<file path="src/hw/rtl/hrbh_pkg.sv">
// shared types, codes and character helpers for the hex record bit histogram
package hrbh_pkg;

	localparam int W_MODE = 1;
	localparam int W_CHAR = 8;
	localparam int W_BIT_INDEX = 6;
	localparam int W_OUT = 48;
	localparam int W_REC = 4;
	localparam logic [W_REC-1:0] REC_BYTES_RESET = 4'd8;

	localparam logic [W_CHAR-1:0] CH_NEWLINE = 8'h0A;
	localparam logic [W_CHAR-1:0] CH_TAB = 8'h09;
	localparam logic [W_CHAR-1:0] CH_VTAB = 8'h0B;
	localparam logic [W_CHAR-1:0] CH_FFEED = 8'h0C;
	localparam logic [W_CHAR-1:0] CH_CRET = 8'h0D;
	localparam logic [W_CHAR-1:0] CH_SPACE = 8'h20;
	localparam logic [W_CHAR-1:0] CH_0 = 8'h30;
	localparam logic [W_CHAR-1:0] CH_9 = 8'h39;
	localparam logic [W_CHAR-1:0] CH_UA = 8'h41;
	localparam logic [W_CHAR-1:0] CH_UF = 8'h46;
	localparam logic [W_CHAR-1:0] CH_LA = 8'h61;
	localparam logic [W_CHAR-1:0] CH_LF = 8'h66;
	localparam logic [4:0] HEX_NONE = 5'd16;

	typedef enum logic [1:0] {
		KIND_ACCEPT = 2'd0,
		KIND_REJECT = 2'd1,
		KIND_READ   = 2'd2
	} kind_t;

	typedef enum logic [2:0] {
		ST_IDLE,
		ST_NIB_WAIT,
		ST_BIT,
		ST_CNT_WAIT,
		ST_RD_WAIT,
		ST_EMIT
	} state_t;

	typedef struct packed {
		logic line_end;
		logic ok;
		logic commit;
		logic rd;
	} seq_req_t;

	typedef struct packed {
		logic  idle;
		logic  emit;
		kind_t kind;
	} seq_stat_t;

	function automatic logic [4:0] hex_value(input logic [W_CHAR-1:0] c);
		logic [4:0] v;
		v = HEX_NONE;
		if (c inside {[CH_0:CH_9]}) begin
			v = 5'(c - CH_0);
		end else if (c inside {[CH_UA:CH_UF]}) begin
			v = 5'(c - CH_UA) + 5'd10;
		end else if (c inside {[CH_LA:CH_LF]}) begin
			v = 5'(c - CH_LA) + 5'd10;
		end
		return v;
	endfunction

	function automatic logic is_blank(input logic [W_CHAR-1:0] c);
		return c inside {CH_SPACE, CH_TAB, CH_VTAB, CH_FFEED, CH_CRET};
	endfunction

endpackage

</file>
<file path="src/hw/rtl/hrbh_if.sv">
// request and result channel interfaces
interface hrbh_in_if;
	import hrbh_pkg::*;
	logic                   valid;
	logic                   ready;
	logic [W_MODE-1:0]      mode;
	logic [W_CHAR-1:0]      char_byte;
	logic [W_BIT_INDEX-1:0] bit_index;
	modport source (output valid, mode, char_byte, bit_index, input ready);
	modport sink (input valid, mode, char_byte, bit_index, output ready);
endinterface

interface hrbh_out_if;
	import hrbh_pkg::*;
	logic             valid;
	logic             ready;
	logic [1:0]       kind;
	logic [W_OUT-1:0] bit_count;
	logic [W_OUT-1:0] line_total;
	modport source (output valid, kind, bit_count, line_total, input ready);
	modport sink (input valid, kind, bit_count, line_total, output ready);
endinterface

</file>
<file path="src/hw/rtl/hrbh_ram.sv">
// generic single write port ram with registered read
module hrbh_ram #(
	parameter int WIDTH = 8,
	parameter int DEPTH = 16
) (
	input  logic                     clk,
	input  logic                     we,
	input  logic [$clog2(DEPTH)-1:0] waddr,
	input  logic [WIDTH-1:0]         wdata,
	input  logic                     re,
	input  logic [$clog2(DEPTH)-1:0] raddr,
	output logic [WIDTH-1:0]         rdata
);
	logic [WIDTH-1:0] mem [DEPTH];
	logic [WIDTH-1:0] rdata_q;

	always_ff @(posedge clk) begin
		if (we) begin
			mem[waddr] <= wdata;
		end
		if (re) begin
			rdata_q <= mem[raddr];
		end
	end

	assign rdata = rdata_q;
endmodule

</file>
<file path="src/hw/rtl/hrbh_seq.sv">
// line commit and counter read sequencer around the shared counter incrementer
module hrbh_seq #(
	parameter int MAX_BYTES = 8,
	parameter int COUNT_WIDTH = 48
) (
	input  logic                                      clk,
	input  logic                                      arst_n,
	input  hrbh_pkg::seq_req_t                        req,
	input  logic [hrbh_pkg::W_BIT_INDEX-1:0]          bit_index,
	input  logic [$clog2(8*MAX_BYTES)-1:0]            pad,
	input  logic [$clog2(2*MAX_BYTES+2)-1:0]          dc,
	output logic                                      nib_re,
	output logic [$clog2(2*MAX_BYTES)-1:0]            nib_raddr,
	input  logic [3:0]                                nib_rdata,
	input  logic                                      out_free,
	output hrbh_pkg::seq_stat_t                       stat,
	output logic [COUNT_WIDTH-1:0]                    count
);
	import hrbh_pkg::*;

	localparam int POS_DEPTH = 8 * MAX_BYTES;
	localparam int PW = $clog2(POS_DEPTH);
	localparam int NAW = $clog2(2 * MAX_BYTES);
	localparam int DCW = $clog2(2 * MAX_BYTES + 2);
	localparam int IXW = (PW > W_BIT_INDEX) ? PW : W_BIT_INDEX;

	state_t                 state_q, state_d;
	kind_t                  kind_q;
	logic [PW-1:0]          pos_q;
	logic [DCW-1:0]         dc_q;
	logic [DCW-1:0]         nib_idx_q;
	logic [DCW-1:0]         nxt_idx;
	logic [1:0]             k_q;
	logic [3:0]             nib_q;
	logic                   range_q;
	logic [COUNT_WIDTH-1:0] cnt_q;
	logic [POS_DEPTH-1:0]   valid_q;

	logic                   cur_bit;
	logic                   step;
	logic                   last;
	logic                   in_range;
	logic [IXW-1:0]         idx_ext;
	logic [PW-1:0]          rd_addr;
	logic                   cnt_re;
	logic                   cnt_we;
	logic [PW-1:0]          cnt_raddr;
	logic [COUNT_WIDTH-1:0] cnt_rdata;
	logic [COUNT_WIDTH-1:0] cur;
	logic [COUNT_WIDTH-1:0] inc;

	assign idx_ext  = IXW'(bit_index);
	assign rd_addr  = idx_ext[PW-1:0];
	assign in_range = 32'(bit_index) < POS_DEPTH;
	assign cur_bit  = nib_q[~k_q];
	assign nxt_idx  = nib_idx_q + DCW'(1);
	assign last     = (k_q == 2'd3) && (nxt_idx == dc_q);
	assign step     = ((state_q == ST_BIT) && !cur_bit) || (state_q == ST_CNT_WAIT);

	// shared saturating incrementer
	assign cur = valid_q[pos_q] ? cnt_rdata : '0;
	assign inc = (&cur) ? cur : cur + COUNT_WIDTH'(1);

	always_comb begin
		state_d = state_q;
		case (state_q)
			ST_IDLE: begin
				if (req.rd) begin
					state_d = ST_RD_WAIT;
				end else if (req.line_end) begin
					state_d = req.commit ? ST_NIB_WAIT : ST_EMIT;
				end
			end
			ST_NIB_WAIT: state_d = ST_BIT;
			ST_BIT, ST_CNT_WAIT: begin
				if ((state_q == ST_BIT) && cur_bit) begin
					state_d = ST_CNT_WAIT;
				end else if (last) begin
					state_d = ST_EMIT;
				end else if (k_q == 2'd3) begin
					state_d = ST_NIB_WAIT;
				end else begin
					state_d = ST_BIT;
				end
			end
			ST_RD_WAIT: state_d = ST_EMIT;
			ST_EMIT: begin
				if (out_free) begin
					state_d = ST_IDLE;
				end
			end
			default: state_d = ST_IDLE;
		endcase
	end

	always_comb begin
		nib_re    = 1'b0;
		nib_raddr = nxt_idx[NAW-1:0];
		cnt_re    = 1'b0;
		cnt_raddr = pos_q;
		cnt_we    = 1'b0;
		stat.idle = 1'b0;
		stat.emit = 1'b0;
		stat.kind = kind_q;
		case (state_q)
			ST_IDLE: begin
				stat.idle = 1'b1;
				nib_re    = req.line_end && req.commit;
				nib_raddr = '0;
				cnt_re    = req.rd && in_range;
				cnt_raddr = rd_addr;
			end
			ST_BIT: begin
				cnt_re = cur_bit;
				nib_re = !cur_bit && (k_q == 2'd3) && !last;
			end
			ST_CNT_WAIT: begin
				cnt_we = 1'b1;
				nib_re = (k_q == 2'd3) && !last;
			end
			ST_EMIT: stat.emit = out_free;
			default: ;
		endcase
	end

	always_ff @(posedge clk or negedge arst_n) begin
		if (!arst_n) begin
			state_q <= ST_IDLE;
			valid_q <= '0;
		end else begin
			state_q <= state_d;
			if (cnt_we) begin
				valid_q[pos_q] <= 1'b1;
			end
		end
	end

	always_ff @(posedge clk) begin
		if (state_q == ST_IDLE) begin
			if (req.rd) begin
				kind_q  <= KIND_READ;
				pos_q   <= rd_addr;
				range_q <= in_range;
			end else if (req.line_end) begin
				kind_q    <= req.ok ? KIND_ACCEPT : KIND_REJECT;
				pos_q     <= pad;
				dc_q      <= dc;
				nib_idx_q <= '0;
				cnt_q     <= '0;
			end
		end
		if (state_q == ST_NIB_WAIT) begin
			nib_q <= nib_rdata;
			k_q   <= 2'd0;
		end
		if (step) begin
			pos_q <= pos_q + PW'(1);
			k_q   <= k_q + 2'd1;
			if (k_q == 2'd3) begin
				nib_idx_q <= nxt_idx;
			end
		end
		if (state_q == ST_RD_WAIT) begin
			cnt_q <= range_q ? cur : '0;
		end
	end

	assign count = cnt_q;

	hrbh_ram #(
		.WIDTH(COUNT_WIDTH),
		.DEPTH(POS_DEPTH)
	) u_cnt_ram (
		.clk  (clk),
		.we   (cnt_we),
		.waddr(pos_q),
		.wdata(inc),
		.re   (cnt_re),
		.raddr(cnt_raddr),
		.rdata(cnt_rdata)
	);

	a_write_only_accepted: assert property (@(posedge clk) disable iff (!arst_n)
		cnt_we |-> kind_q == KIND_ACCEPT)
		else $error("counter update outside an accepted line");

	a_counted_bit_set: assert property (@(posedge clk) disable iff (!arst_n)
		state_q == ST_CNT_WAIT |-> nib_q[~k_q])
		else $error("counter update for a clear bit");

	a_nibble_in_line: assert property (@(posedge clk) disable iff (!arst_n)
		state_q == ST_BIT |-> nib_idx_q < dc_q)
		else $error("commit ran past the digits of the line");

	a_far_read_zero: assert property (@(posedge clk) disable iff (!arst_n)
		(state_q == ST_EMIT && kind_q == KIND_READ && !range_q) |-> cnt_q == '0)
		else $error("read beyond the counters returned data");
endmodule

</file>
<file path="src/hw/rtl/hex_record_bit_histogram.sv">
// top level of the hex record bit-position histogram
//
// stream (sink): handshake, one request per cycle while ready. mode 0 carries a record
// character; mode 1 reads the counter at bit_index together with the line total.
// result (source): one result per newline (accepted or rejected line) and one per
// read; characters other than newline give no result.
// cfg_we / cfg_wdata set the record width in bytes; the user must write it only
// while idle, which the block does not enforce. a character other than newline
// leaves the block idle. a newline walks every bit of the line's digits and
// updates the counters through the single shared incrementer, one set bit at a
// time; an empty or rejected line and a read skip the walk.
// stream.ready is low from a newline or read request until its result is loaded.
// the result sits in an output register; while the receiver stalls, characters
// are still taken, and the next newline or read waits for that register.
// reset clears the counters (per-entry valid bits), the line total and the line
// state, and sets the record width to 8 bytes; no clearing pass is needed.
module hex_record_bit_histogram #(
	parameter int MAX_BYTES = 8,
	parameter int COUNT_WIDTH = 48
) (
	input  logic                        clk,
	input  logic                        arst_n,
	hrbh_in_if.sink                     stream,
	hrbh_out_if.source                  result,
	input  logic                        cfg_we,
	input  logic [hrbh_pkg::W_REC-1:0]  cfg_wdata
);
	import hrbh_pkg::*;

	localparam int NIB_DEPTH = 2 * MAX_BYTES;
	localparam int POS_DEPTH = 8 * MAX_BYTES;
	localparam int PW = $clog2(POS_DEPTH);
	localparam int NAW = $clog2(NIB_DEPTH);
	localparam int DCW = $clog2(2 * MAX_BYTES + 2);
	localparam int WW = $clog2(MAX_BYTES + 1);

	logic [W_REC-1:0]       cfg_q;
	logic [DCW-1:0]         dc_q;
	logic                   inv_q;
	logic [COUNT_WIDTH-1:0] lines_q;
	logic                   out_valid_q;
	kind_t                  out_kind_q;
	logic [W_OUT-1:0]       out_count_q;
	logic [W_OUT-1:0]       out_total_q;

	logic                   acc;
	logic                   is_nl;
	logic [4:0]             hv;
	logic [WW-1:0]          width;
	logic [9:0]             dc_ext;
	logic [9:0]             pad_full;
	logic                   ok;
	logic                   out_free;
	logic                   nib_we;
	logic                   nib_re;
	logic [NAW-1:0]         nib_raddr;
	logic [3:0]             nib_rdata;
	logic [COUNT_WIDTH-1:0] count;
	seq_req_t               req;
	seq_stat_t              stat;

	assign stream.ready = stat.idle;
	assign acc   = stream.valid && stream.ready;
	assign is_nl = (stream.char_byte == CH_NEWLINE);
	assign hv    = hex_value(stream.char_byte);

	always_comb begin
		if (cfg_q == '0) begin
			width = WW'(1);
		end else if (32'(cfg_q) > MAX_BYTES) begin
			width = WW'(MAX_BYTES);
		end else begin
			width = WW'(cfg_q);
		end
	end

	assign dc_ext   = 10'(dc_q);
	assign ok       = !inv_q && !dc_q[0] && (dc_ext <= (10'(width) << 1));
	assign pad_full = (10'(width) - (dc_ext >> 1)) << 3;

	assign req.line_end = acc && !stream.mode[0] && is_nl;
	assign req.ok       = ok;
	assign req.commit   = ok && (dc_q != '0);
	assign req.rd       = acc && stream.mode[0];

	assign nib_we   = acc && !stream.mode[0] && !is_nl && !is_blank(stream.char_byte) &&
		(hv != HEX_NONE) && (32'(dc_q) < NIB_DEPTH);
	assign out_free = !out_valid_q || result.ready;

	always_ff @(posedge clk or negedge arst_n) begin
		if (!arst_n) begin
			cfg_q       <= REC_BYTES_RESET;
			dc_q        <= '0;
			inv_q       <= 1'b0;
			lines_q     <= '0;
			out_valid_q <= 1'b0;
		end else begin
			if (cfg_we) begin
				cfg_q <= cfg_wdata;
			end
			if (acc && !stream.mode[0]) begin
				if (is_nl) begin
					dc_q    <= '0;
					inv_q   <= 1'b0;
					lines_q <= (&lines_q) ? lines_q : lines_q + COUNT_WIDTH'(1);
				end else if (!is_blank(stream.char_byte)) begin
					if (hv == HEX_NONE) begin
						inv_q <= 1'b1;
					end else if (32'(dc_q) <= NIB_DEPTH) begin
						dc_q <= dc_q + DCW'(1);
					end
				end
			end
			if (stat.emit) begin
				out_valid_q <= 1'b1;
			end else if (result.ready) begin
				out_valid_q <= 1'b0;
			end
		end
	end

	always_ff @(posedge clk) begin
		if (stat.emit) begin
			out_kind_q  <= stat.kind;
			out_count_q <= (stat.kind == KIND_READ) ? W_OUT'(count) : '0;
			out_total_q <= W_OUT'(lines_q);
		end
	end

	assign result.valid      = out_valid_q;
	assign result.kind       = out_kind_q;
	assign result.bit_count  = out_count_q;
	assign result.line_total = out_total_q;

	hrbh_ram #(
		.WIDTH(4),
		.DEPTH(NIB_DEPTH)
	) u_nib_ram (
		.clk  (clk),
		.we   (nib_we),
		.waddr(dc_q[NAW-1:0]),
		.wdata(hv[3:0]),
		.re   (nib_re),
		.raddr(nib_raddr),
		.rdata(nib_rdata)
	);

	hrbh_seq #(
		.MAX_BYTES  (MAX_BYTES),
		.COUNT_WIDTH(COUNT_WIDTH)
	) u_seq (
		.clk      (clk),
		.arst_n   (arst_n),
		.req      (req),
		.bit_index(stream.bit_index),
		.pad      (PW'(pad_full)),
		.dc       (dc_q),
		.nib_re   (nib_re),
		.nib_raddr(nib_raddr),
		.nib_rdata(nib_rdata),
		.out_free (out_free),
		.stat     (stat),
		.count    (count)
	);
endmodule

</file>
<file path="src/flat_wrapper.sv">
// flat-port wrapper written by rule: the top's interface ports become plain ports
module hex_record_bit_histogram_flat import hrbh_pkg::*;
#(
	parameter int MAX_BYTES = 8,
	parameter int COUNT_WIDTH = 48
)
  (clk, arst_n, cfg_we, cfg_wdata, stream_valid, stream_mode, stream_char_byte, stream_bit_index, stream_ready, result_valid, result_kind, result_bit_count, result_line_total, result_ready);
  hrbh_in_if stream_i ();
  hrbh_out_if result_i ();
  input  logic clk;
  input  logic arst_n;
  input  logic cfg_we;
  input  logic [hrbh_pkg::W_REC-1:0] cfg_wdata;
  input wire logic [$bits(stream_i.valid)-1:0] stream_valid;
  input wire logic [$bits(stream_i.mode)-1:0] stream_mode;
  input wire logic [$bits(stream_i.char_byte)-1:0] stream_char_byte;
  input wire logic [$bits(stream_i.bit_index)-1:0] stream_bit_index;
  output wire logic [$bits(stream_i.ready)-1:0] stream_ready;
  output wire logic [$bits(result_i.valid)-1:0] result_valid;
  output wire logic [$bits(result_i.kind)-1:0] result_kind;
  output wire logic [$bits(result_i.bit_count)-1:0] result_bit_count;
  output wire logic [$bits(result_i.line_total)-1:0] result_line_total;
  input wire logic [$bits(result_i.ready)-1:0] result_ready;
  assign stream_i.valid = stream_valid;
  assign stream_i.mode = stream_mode;
  assign stream_i.char_byte = stream_char_byte;
  assign stream_i.bit_index = stream_bit_index;
  assign stream_ready = stream_i.ready;
  assign result_valid = result_i.valid;
  assign result_kind = result_i.kind;
  assign result_bit_count = result_i.bit_count;
  assign result_line_total = result_i.line_total;
  assign result_i.ready = result_ready;
  hex_record_bit_histogram #(.MAX_BYTES(MAX_BYTES), .COUNT_WIDTH(COUNT_WIDTH)) u_core (.clk(clk), .arst_n(arst_n), .stream(stream_i), .result(result_i), .cfg_we(cfg_we), .cfg_wdata(cfg_wdata));
endmodule
</file>
<file path="config.mk">
export PLATFORM = sky130hd
export DESIGN_NAME = hex_record_bit_histogram_flat
export DESIGN_NICKNAME = d
export VERILOG_FILES = /design/src/hw/rtl/hrbh_pkg.sv /design/src/hw/rtl/hrbh_if.sv /design/src/hw/rtl/hrbh_ram.sv /design/src/hw/rtl/hrbh_seq.sv /design/src/hw/rtl/hex_record_bit_histogram.sv /design/src/flat_wrapper.sv
export SDC_FILE = /design/constraint.sdc
export NUM_CORES = 2
export LEC_CHECK = 0
export BUFFER_PORTS_ARGS = -buffer_cell sky130_fd_sc_hd__buf_4
export CAP_MARGIN = 20
export CORE_MARGIN = 2
export CORE_UTILIZATION = 60
export CTS_CLUSTER_DIAMETER = 80
export CTS_CLUSTER_SIZE = 25
export DETAILED_ROUTE_END_ITERATION = 16
export PLACE_DENSITY = 0.76
export SLEW_MARGIN = 20
export SYNTH_ARGS = -nofsm -noshare
export SYNTH_HDL_FRONTEND = slang
export SYNTH_HIERARCHICAL = 1
export SYNTH_SLANG_ARGS = --single-unit
</file>
<file path="constraint.sdc">
create_clock -name clk -period 10.7 [get_ports clk]
set_input_delay 1.07 -clock clk [delete_from_list [all_inputs] [get_ports clk]]
set_output_delay 1.07 -clock clk [all_outputs]
set_load 0.01 [all_outputs]
</file>
==> impl_metrics.xml <==
<?xml version="1.0" encoding="UTF-8"?>
<metrics>
  <group name="run_status">
    <metric name="status" unit="">finished, final reports clean</metric>
  </group>
  <group name="setup_path">
    <metric name="crit_path_frequent_cell" unit="">nor3b_1</metric>
    <metric name="timing.critical_path.from_type" unit="">flip-flop</metric>
    <metric name="cp_slowest_cell" unit="">nor3_1</metric>
    <metric name="critPathTopFamily" unit="">simple AND/OR/NAND/NOR gates</metric>
    <metric name="worst_r2r_path_depth" unit="">15</metric>
    <metric name="cp_data_arrival_time" unit="ns">6.92</metric>
    <metric name="critical_path.n_buffers_inverters" unit="">2</metric>
    <metric name="cp.required" unit="ns">11.39</metric>
    <metric name="path_class" unit="">reg2reg</metric>
    <metric name="critical_path.endpoint_type" unit="">flip-flop</metric>
    <metric name="setup.worst_path.start" unit="">u_core/u_seq/pos_q[3]$_DFFE_PP_</metric>
    <metric name="reg2reg_from" unit="">u_core/u_seq/pos_q[3]$_DFFE_PP_</metric>
    <metric name="crit_path_max_incr_delay" unit="ns">0.97</metric>
    <metric name="critical_path_cell_count" unit="">15</metric>
    <metric name="worstPathCellList" unit="">nor3b_1, o211ai_1, o2111ai_1, nor4b_4, buf_12, nor2b_1, ha_1, nand2_1, nor2_1, nand4_1, nor3_1, nor3b_1, xnor2_1, nor2_4, buf_16</metric>
    <metric name="critical_path.max_fanout" unit="">53</metric>
  </group>
  <group name="route">
    <metric name="num_vias" unit="">69000</metric>
    <metric name="viasPerCell" unit="">7.28</metric>
    <metric name="final_antenna_net_count" unit="">0</metric>
    <metric name="detailedRoute.firstPassIterationCount" unit="">6</metric>
    <metric name="routed_wirelength" unit="mm">361</metric>
    <metric name="drc" unit="">0</metric>
    <metric name="detail_route.wl_per_cell" unit="um">38.0</metric>
    <metric name="dr.first_iter.drc_count" unit="">12100</metric>
  </group>
  <group name="timing">
    <metric name="timing.final.setup_violations" unit="">0</metric>
    <metric name="rsz0062_at_grt" unit="">false</metric>
    <metric name="timing_hold_violations_final" unit="">0</metric>
    <metric name="max_slew.worst_pin.slew" unit="ns">1.24</metric>
    <metric name="final-max-slew-violation-count" unit="">0</metric>
    <metric name="maxClockFrequency" unit="GHz">0.160</metric>
    <metric name="setup_tns" unit="ns">0</metric>
    <metric name="post-route-period-util" unit="%">58.3</metric>
    <metric name="hold-worst-slack" unit="ns">0.246</metric>
    <metric name="skew" unit="ns">0.0526</metric>
    <metric name="slew_headroom" unit="%">17.0</metric>
    <metric name="finalWorstPathRequiredPeriod" unit="ns">6.23</metric>
  </group>
  <group name="finish">
    <metric name="final_cell_area" unit="um2">145000</metric>
    <metric name="fill_cells" unit="">13800</metric>
    <metric name="design.final.nets" unit="">6495</metric>
    <metric name="final_util" unit="%">65.3</metric>
    <metric name="layout_common_cells" unit="">edfxtp_1, mux4_2, buf_4</metric>
    <metric name="area_growth" unit="%">8.08</metric>
    <metric name="layout-drive-gt1-share" unit="%">22.9</metric>
    <metric name="final_common_cell" unit="">edfxtp_1</metric>
  </group>
  <group name="global_routing">
    <metric name="grt_start_max_net_pins" unit="">113</metric>
    <metric name="grtUsageTotal" unit="%">31.6</metric>
    <metric name="grt_pass1_vias" unit="">66600</metric>
    <metric name="grt_first_pass_wirelength" unit="mm">503</metric>
    <metric name="grt_antenna_before_repair" unit="">12</metric>
    <metric name="grt_overflow_total" unit="">0</metric>
  </group>
  <group name="floorplan">
    <metric name="initial_cell_density_of_the_core" unit="%">60.4</metric>
    <metric name="ioPinCount" unit="">124</metric>
    <metric name="overall_die_width" unit="um">477</metric>
    <metric name="die_height" unit="um">477</metric>
    <metric name="fp.dieArea" unit="um2">228000</metric>
    <metric name="fp.coreArea" unit="um2">222000</metric>
    <metric name="num_rows" unit="">173</metric>
  </group>
  <group name="placement">
    <metric name="detailed_place_hpwl" unit="mm">198</metric>
    <metric name="routability_congestion_estimate" unit="">0.955</metric>
    <metric name="post_dp_cell_area" unit="um2">140000</metric>
    <metric name="place.port_buffers" unit="">123</metric>
  </group>
  <group name="cts">
    <metric name="clock_tree.root_cell" unit="">clkbuf_16</metric>
    <metric name="path_clk_slew" unit="ns">0.10</metric>
    <metric name="numCtsBuffers" unit="">161</metric>
    <metric name="cts_resized" unit="">0</metric>
    <metric name="cts-htree-levels" unit="">4</metric>
    <metric name="clkLatencyLatePin" unit="ns">0.87</metric>
    <metric name="post-cts-setup-buffer-count" unit="">0</metric>
    <metric name="cts_sinks" unit="">3484</metric>
    <metric name="cts_tree" unit="">done</metric>
    <metric name="holdBufCountCts" unit="">0</metric>
    <metric name="cts-root-to-sink-buffers" unit="">3</metric>
  </group>
  <group name="job">
    <metric name="timing.max_cap.violations" unit="">0</metric>
  </group>
  <group name="synth">
    <metric name="asyncSetResetFlopFracSynth" unit="%">3.62</metric>
    <metric name="yosysSeqAreaShare" unit="%">77.4</metric>
    <metric name="synthesis.area" unit="um2">134000</metric>
    <metric name="postSynthRegisterBits" unit="">3484</metric>
    <metric name="synthFlopType" unit="">edfxtp_1</metric>
    <metric name="synth.top_cell.area_share" unit="%">75.0</metric>
    <metric name="yosys_warnings" unit="">6</metric>
    <metric name="largest_area_contributor_in_the_synthesized_netlist" unit="">edfxtp_1</metric>
    <metric name="yosys.cell_types.count" unit="">85</metric>
    <metric name="avgSynthCellArea" unit="um2">21.4</metric>
    <metric name="synthesis.instances" unit="">6280</metric>
    <metric name="synth_edf_count" unit="">3353</metric>
    <metric name="synth_top_cells_by_area" unit="">edfxtp_1, mux4_2, dfrtp_1</metric>
  </group>
  <group name="hold_path">
    <metric name="holdCritPathClass" unit="">in2async</metric>
  </group>
  <group name="pwr">
    <metric name="ratio_of_total_power_to_cell_area" unit="nW/um2">286</metric>
    <metric name="static-leakage-power" unit="nW">45.7</metric>
    <metric name="peakVddDrop" unit="V">0.000338</metric>
  </group>
</metrics>
-- state kept, by name, indices dropped and copies added, names as in the netlist --
register                      flops
u_core/u_seq/u_cnt_ram/mem     3072
u_core/u_nib_ram/mem             64
u_core/u_seq/valid_q             64
u_core/lines_q                   48
u_core/result.bit_count          48
u_core/result.line_total         48
u_core/u_seq/count               48
u_core/u_seq/u_cnt_ram/rdata     48
u_core/u_seq/pos_q                6
u_core/dc_q                       5
u_core/u_seq/dc_q                 5
u_core/u_seq/nib_idx_q            5
u_core/cfg_q                      4
u_core/u_nib_ram/rdata            4
u_core/u_seq/nib_q                4
u_core/u_seq/state_q              3
u_core/result.kind                2
u_core/u_seq/k_q                  2
u_core/u_seq/kind_q               2
u_core/inv_q                      1
u_core/result.valid               1
-- worst reg2reg max path, cell delays in order (launching register included) --
cell       delay, ns
edfxtp_1        0.81
nor3b_1         0.89
o211ai_1        0.30
o2111ai_1       0.21
nor4b_4         0.09
buf_12          0.21
nor2b_1         0.42
ha_1            0.24
nand2_1         0.11
nor2_1          0.39
nand4_1         0.27
nor3_1          0.97
nor3b_1         0.15
xnor2_1         0.22
nor2_4          0.50
buf_16          0.26
-- synthesized netlist by cell type, drive strengths merged, types with 39 or more instances --
cell	number
mux2i	77
nor3	41
a221oi	86
a22o	59
dfrtp	125
xnor2	55
clkbuf	134
xor2	50
nand2	138
a21oi	83
a22oi	82
mux4	776
nor2	230
buf	201
o22ai	123
edfxtp	3353
and2	109
nor2b	39
nand3	70
nand4	39
-- stage by stage --
stage | total power, mW | std cells | setup WS, ns
floorplan | 28.9 | 6282 | 4.30
global placement | 33.8 | 9224 | 4.57
detailed placement | 34.3 | 9237 | 4.34
CTS | 41.0 | 9452 | 4.28
global route | 42.6 | 9480 | 4.22
finish | 41.5 | 9486 | 4.47
-- worst paths after layout --
kind                                                                end  slack, ns
max                        u_core/u_seq/u_cnt_ram/mem[35][11]$_DFFE_PP_       4.47
min reg2reg                             u_core/u_seq/nib_q[1]$_DFFE_PP_       0.43
min                                     u_core/result.valid$_DFFE_PN0P_       0.25
max in group asynchronous           u_core/u_seq/state_q[0]$_DFFE_PN0P_       9.11
max reg2reg                u_core/u_seq/u_cnt_ram/mem[35][11]$_DFFE_PP_       4.47
min in group clk                            u_core/cfg_q[3]$_DFFE_PN1P_       0.42
-- cell families after synthesis --
family | Yosys count | synth area share, %
flops | 3484 | 77.4
other cells | 1 | 0.00279
mux | 877 | 13.8
xor+xnor | 105 | 0.685
fa+ha+maj | 19 | 0.183
simple gates | 783 | 3.00
compound gates | 647 | 3.53
buf+inv | 364 | 1.39
-- final cells by class --
cell class	count	area (um2)	share of cell area, %
sequential	3484	104000	71.6
inverter	29	114	0.0784
tap	2975	3720	2.56
clock inverter	25	278	0.191
multi-input combinational	2434	29500	20.3
timing repair buffer	342	3350	2.31
antenna	7	17.5	0.0121
clock buffer	190	4220	2.91
-- where the power goes --
part | leakage [nW] | internal (mW) | switching (mW)
combinational | 11.1 | 5.98 | 10.2
clock | 2.20 | 2.85 | 4.03
sequential | 32.4 | 17.9 | 0.560
-- routing by layer --
metal,vias to the layer above,GRT usage (%),part of all wire [%]
met2,5786,47.0,46
met1,36000,43.8,34
met4,10,14.3,5.3
met3,816,9.43,15
met5,-,0.798,0.084
li1,26500,-,-
No activity file was read; power rests on OpenSTA's default activity.
